===== config.mk =====
export PLATFORM = sky130hd
export DESIGN_NAME = kli_muldiv
export DESIGN_NICKNAME = d
export VERILOG_FILES = /design/src/design/keyframe_linear_interpolator_assert.svh /design/src/design/kli_pkg.sv /design/src/design/kli_muldiv.sv
export SDC_FILE = /design/constraint.sdc
export NUM_CORES = 1
export LEC_CHECK = 0
export BUFFER_PORTS_ARGS = -buffer_cell sky130_fd_sc_hd__buf_4
export CORE_ASPECT_RATIO = 1.25
export CORE_MARGIN = 8
export CORE_UTILIZATION = 64
export CTS_CLUSTER_SIZE = 25
export DETAILED_ROUTE_END_ITERATION = 8
export GPL_TIMING_DRIVEN = 0
export PLACE_DENSITY = 0.86
export REMOVE_ABC_BUFFERS = 1
export SYNTH_ARGS = -nofsm -noshare
export SYNTH_HDL_FRONTEND = slang
export SYNTH_SLANG_ARGS = --single-unit

===== constraint.sdc =====
create_clock -name clk -period 10 [get_ports clk]
set_clock_uncertainty 0.2 [all_clocks]
set_input_delay 0.5 -clock clk [delete_from_list [all_inputs] [get_ports clk]]
set_output_delay 0.5 -clock clk [all_outputs]
set_load 0.01 [all_outputs]

===== src/design/keyframe_linear_interpolator_assert.svh =====
// Assertion macros used by the top-level design file.
`ifndef KEYFRAME_LINEAR_INTERPOLATOR_ASSERT_SVH
`define KEYFRAME_LINEAR_INTERPOLATOR_ASSERT_SVH
`ifndef ASSERT_OFF
`define KLI_ASSERT_IMP(label, clk, rst_n, a, b) \
    label: assert property (@(posedge clk) disable iff (!rst_n) (a) |-> (b)) \
        else $error("assertion failed");
`define KLI_ASSERT_NXT(label, clk, rst_n, a, b) \
    label: assert property (@(posedge clk) disable iff (!rst_n) (a) |=> (b)) \
        else $error("assertion failed");
`else
`define KLI_ASSERT_IMP(label, clk, rst_n, a, b)
`define KLI_ASSERT_NXT(label, clk, rst_n, a, b)
`endif
`endif


===== src/design/kli_pkg.sv =====
package kli_pkg;
    localparam int MAX_KEYS = 64;
    localparam int IDX_W    = $clog2(MAX_KEYS);
    localparam int CNT_W    = $clog2(MAX_KEYS + 1);
    localparam int KEY_W    = 96;

    localparam logic [31:0] Q_ONE = 32'h0001_0000;

    localparam logic [1:0] ST_OK    = 2'd0;
    localparam logic [1:0] ST_FULL  = 2'd1;
    localparam logic [1:0] ST_NOSEG = 2'd2;

    localparam logic ACT_ADD   = 1'b0;
    localparam logic ACT_QUERY = 1'b1;

    typedef enum logic [2:0] {
        S_IDLE,
        S_SCAN,
        S_START,
        S_CALC,
        S_DONE
    } kli_state_t;

    function automatic logic [31:0] sat32(input logic signed [34:0] v);
        logic [31:0] r;
        if (v > 35'sd2147483647)
            r = 32'h7FFF_FFFF;
        else if (v < -35'sd2147483648)
            r = 32'h8000_0000;
        else
            r = v[31:0];
        return r;
    endfunction
endpackage


===== src/design/kli_muldiv.sv =====
// q = floor(mag * w / d) with w < d; shift-add multiply then restoring divide.
module kli_muldiv import kli_pkg::*; (
    input  logic        clk,
    input  logic        rst_n,
    input  logic        start,
    input  logic [31:0] mag,
    input  logic [31:0] w,
    input  logic [31:0] d,
    output logic        done,
    output logic [31:0] q
);
    logic [63:0] prod_reg, prod_next;
    logic [31:0] mag_reg, w_reg, d_reg;
    logic [4:0]  cnt_reg;
    logic        busy_reg, phase_reg, done_reg;
    logic [32:0] trial;
    logic        fits;

    always_comb
    begin
        trial = prod_reg[63:31];
        fits  = trial >= {1'b0, d_reg};
        if (!phase_reg)
            prod_next = {prod_reg[62:0], 1'b0} + (w_reg[31] ? {32'd0, mag_reg} : 64'd0);
        else if (fits)
            prod_next = {trial[31:0] - d_reg, prod_reg[30:0], 1'b1};
        else
            prod_next = {prod_reg[62:0], 1'b0};
    end

    always_ff @(posedge clk or negedge rst_n)
    begin
        if (!rst_n)
        begin
            busy_reg  <= 1'b0;
            phase_reg <= 1'b0;
            done_reg  <= 1'b0;
            cnt_reg   <= '0;
        end
        else
        begin
            done_reg <= 1'b0;
            if (start)
            begin
                busy_reg  <= 1'b1;
                phase_reg <= 1'b0;
                cnt_reg   <= '0;
            end
            else if (busy_reg)
            begin
                cnt_reg <= cnt_reg + 5'd1;
                if (cnt_reg == 5'd31)
                begin
                    phase_reg <= ~phase_reg;
                    if (phase_reg)
                    begin
                        busy_reg <= 1'b0;
                        done_reg <= 1'b1;
                    end
                end
            end
        end
    end

    always_ff @(posedge clk)
    begin
        if (start)
        begin
            prod_reg <= '0;
            mag_reg  <= mag;
            w_reg    <= w;
            d_reg    <= d;
        end
        else if (busy_reg)
        begin
            prod_reg <= prod_next;
            w_reg    <= {w_reg[30:0], 1'b0};
        end
    end

    assign done = done_reg;
    assign q    = prod_reg[31:0];
endmodule

### After elaboration in Yosys (flattened, before gate mapping)

Cells that the tools add are included.
Widths: inputs -> output; s select.

* register bits after elaboration: 168
* input bits: 99
* output and inout bits: 33
* word-level logic and storage cells: 35

* add/sub/neg operators: 3
* order comparisons: 1
* equality and inequality tests: 1
* muxes and demuxes: 18
* bitwise operators: 1
* reductions and logical operators: 3

Operator list (count)
* $mux 64: 2
* $mux 32: 3
* $add 64x32->64: 1
* $ge 33x32->1: 1
* $sub 32x32->32: 1
* $mux 1: 11
* $mux 5: 2
* $add 5x1->5 const B: 1
* $eq 5x5->1 const B: 1
* $reduce_bool 2->1: 2
* $reduce_and 2->1: 1
* $not 1->1: 1

### Longest topological paths before layout

* depth after elaboration: 4
* mapped depth: 15
* depth with buffers taken out: 13

### Worst setup path before layout

OpenSTA, ideal clock, no wires.

* path kind: register -> register
* start point: register w_reg[31]
* end point: register prod_reg[53]
* setup time: 0.132 ns
* arrival time: 3.021 ns
* required time: 9.668 ns
* path slack: 6.646 ns
* cell stages (with the launch flop): 16
* buffers on the path: 2
* clock period less this slack: 3.354 ns
* cell sequence: edfxtp_1 > clkbuf_1 > and2_1 > ha_1 > inv_1 > fa_1 > nand2b_1 > a21oi_1 > o211ai_2 > a311oi_2 > o211ai_2 > and2_1 > buf_6 > o31a_1 > o21ai_1 > a31oi_1

* cells in the longest elaborated chain, start to end: 3

Ends and longest elaborated chain
* start, declared: RTL line kli_muldiv.sv:13 `logic [31:0] mag_reg, w_reg, d_reg;`
* start signal, assigned: RTL line kli_muldiv.sv:71 `w_reg <= w;`
* start signal, assigned: RTL line kli_muldiv.sv:77 `w_reg <= {w_reg[30:0], 1'b0};`
* $mux 32: RTL line kli_muldiv.sv:24 `prod_next = {prod_reg[62:0], 1'b0} + (w_reg[31] ? {32'd0, mag_reg} : 64'd0);`
* $add 64x32->64: RTL line kli_muldiv.sv:24
* $mux 64: RTL line kli_muldiv.sv:23 `if (!phase_reg)`
* end signal, assigned: RTL line kli_muldiv.sv:76 `prod_reg <= prod_next;`
* end, declared: RTL line kli_muldiv.sv:12 `logic [63:0] prod_reg, prod_next;`

No other way between the ends.
A chain may end at the register's enable or synchronous reset.

### Final worst setup path

* start point: register w_reg[31]
* end point: register prod_reg[57]

Same word-level chain as after synthesis.

==> out/qor.yml <==
share_comb_of_total_power: 0.244
crit_family: "compound AO/OA/AOI/OAI gates"
met2_usage: 0.455
clk_pin_slew_ns: 0.08
p_sw_uw: 641
overflow: 0
grt_busiest_layer: "met2"
cts_sinks: 168
timing.setup.tns_ns: 0
die_area_mm2: 0.0223
syn2layout_area_growth_pct: 12.6
cts_root_buffer: "clkbuf_16"
wirelength_um: 29500
synth.avg_cell_area_um2: 9.39
cp-start-kind: "flip-flop"
largest_reg_flops: 64
synth_top_cell_by_area: "edfxtp_1"
swShare: 0.316
peakVddDrop_mv: 0.131
grt_usage: 0.263
seqPwrFrac: 0.423
drive_gt1_frac: 0.189
htree_levels: 4
crit_chain: "and2_1, ha_1, inv_1, fa_1, nand2b_1, a21oi_1, o211ai_2, a311oi_2, o211ai_2, nand2_4, nand4_2, mux2_4, a311oi_2"
slew_headroom: 0.182
dp_slack_ns: 5.83
worst_ep_required_time_ns: 10.16
final_common_cell: "buf_4"
synth_flop_cell: "edfxtp_1"
rsz0062_at_grt: "no"
path_buf_inv: 1
internal_power_uw: 1390
fillers: 1234
clockPowerShare: 0.333
grt_pass1_wl_um: 47100
drtIter0Drc: 988
worstPathArrival_ns: 4.46
place_congestion: 0.945
cts_buffer_depth: 2
ios: 132
crit_start: "w_reg[31]"
setup_violations: 0
power_density_mw_per_mm2: 158
drcViolationCount: 0
wire_per_inst_um: 19.6
placementRows: 54
hold_viol: 0
gr-usage-met1: 0.297
synth_edf_count: 96
synth_top_area_share: 0.254
firstDrtPassIters: 5
max_freq_mhz: 233
ys_ff_latch: 168
tightest_slew_ns: 1.23
hold_path.class: "in2reg"
antenna_cells: 0
final_cell_mix: "buf_4 (130), nand2_1 (96), edfxtp_1 (96)"
cts_tree: "done"
drv_cap: 0
grt_max_degree: 92
synth-warning-count: 0
period_needed_ns: 4.30
cp_max_fo: 32
synth_seq_area_share: 0.384
power.leakage_uw: 0.00526
die_w_um: 135
routed_via_density: 6.41
slew_violations: 0
r2r_start: "w_reg[31]"
yosysUniqueCellTypes: 89
synthTopCellsByArea: "edfxtp_1 (25%), dfxtp_1 (11%), ha_1 (7.2%), a21oi_1 (3.5%), nand2_1 (3.2%)"
cpMaxStageDelayCell: "edfxtp_1"
async_flop_share: 0.0476
core_area_mm2: 0.0174
ant_nets: 0
end_kind: "flip-flop"
cpPeakStageDelay_ns: 0.89
met3_usage: 0.0520
start_util: 0.652
first_global_vias: 9691
fin_ws_ns: 5.70
nets: 1436
die_y_um: 165
cts_resized: 0
worstSkewPairLatency_ns: 0.45
synth.cell_area_mm2: 0.0114
outcome: "completed"
dp_hpwl_um: 20900
antenna_found_initial: 0
synthesis.instances: 1211
holdCritStartpoint: "mag[24]"
cts_buffers: 17
final_util: 0.735
crit_type: "reg2reg"
timing.final.crit_share: 0.430
port_buffers: 131
vias: 9664
-- area by class of cell --
type / count / area, um2 / share of cell area
Clock buffer: 17 / 425 / 0.0332
Sequential cell: 168 / 4370 / 0.341
Tap cell: 224 / 280 / 0.0219
Inverter: 51 / 191 / 0.0150
Multi-Input combinational cell: 896 / 6290 / 0.491
Timing Repair Buffer: 136 / 1080 / 0.0843
Clock inverter: 15 / 173 / 0.0135
-- path summary, 6_finish.rpt --
path	to	slack [ns]	cells past startpoint
worst min register to register	prod_reg[63]	0.27	2
min in group asynchronous	done	0.20	2
max in group asynchronous	busy_reg	9.26	2
worst min-delay path	mag_reg[24]	0.03	1
worst max-delay path	prod_reg[57]	5.70	13
worst max register to register	prod_reg[57]	5.70	13
-- power groups by stage --
| stage | sequential (uW) | clock [uW] | combinational (uW) |
|---|---|---|---|
| CTS | 857 | 680 | 491 |
| global route | 866 | 707 | 541 |
| global placement | 867 | 0 | 467 |
| detailed placement | 871 | 0 | 483 |
| floorplan | 868 | 0 | 311 |
| finish | 858 | 675 | 495 |
-- worst reg2reg max path, delay by kind of cell (launching register included) --
kind,cells,cell delay [ns]
AO/OA/AOI/OAI,5,1.32
flip-flops,1,0.89
AND/OR/NAND/NOR,4,0.82
adder cells (fa/ha/maj),2,0.59
multiplexers,1,0.32
buffers and inverters,1,0.08
-- layer usage --
| metal | part of all wire | vias to the layer above |
|---|---|---|
| met3 | 0.064 | 132 |
| met5 | 0 | - |
| li1 | - | 4543 |
| met2 | 0.50 | 422 |
| met1 | 0.38 | 4567 |
| met4 | 0.051 | 0 |
-- synth_stat cells (all sizes together) (4+ instances only) --
cell	instances
mux2	37
nor3	23
a2111oi	4
a22oi	9
o211ai	19
a41oi	4
xor2	38
ha	65
a21oi	83
o21ai	78
dfxtp	64
a311oi	13
and2	37
inv	50
o21bai	10
nand2b	9
a211oi	16
a32o	4
and3	25
or3	9
a2bb2oi	4
buf	54
nor2	85
edfxtp	96
a221oi	6
nand3	32
mux2i	16
nor4	4
o221ai	7
nand4	23
nor2b	14
a21o	23
xnor2	38
a32oi	5
o21a	8
nand2	98
dfrtp	8
clkbuf	42
a31oi	16
-- stage by stage --
| stage | hold WS [ns] | instances | total power, uW | instance area [um2] |
|---|---|---|---|---|
| finish | 0.0256 | 1507 | 2030 | 12800 |
| global route | 0.0142 | 1507 | 2110 | 12800 |
| CTS | 0.0140 | 1507 | 2030 | 12800 |
| detailed placement | 0.123 | 1474 | 1350 | 12200 |
| global placement | 0.122 | 1470 | 1330 | 12100 |
| floorplan | 0.00441 | 1115 | 1180 | 10800 |
-- what timing repair did --
action	4_1_cts	5_1_grt
endpoints found under the hold margin	8	0
hold buffers	1	0
setup buffers	0	0
-- cells by family (layout without fill, tap and decap cells) --
family / Yosys count / in the layout / share of synthesized area
AND/OR/NAND/NOR: 367 / 367 / 0.164
AO/OA/AOI/OAI: 333 / 333 / 0.204
flip-flops: 168 / 168 / 0.384
buffers and inverters: 147 / 219 / 0.0633
XOR/XNOR: 76 / 76 / 0.0585
adder cells (fa/ha/maj): 67 / 67 / 0.0751
multiplexers: 53 / 53 / 0.0514
(Power assumes the default switching activity.)
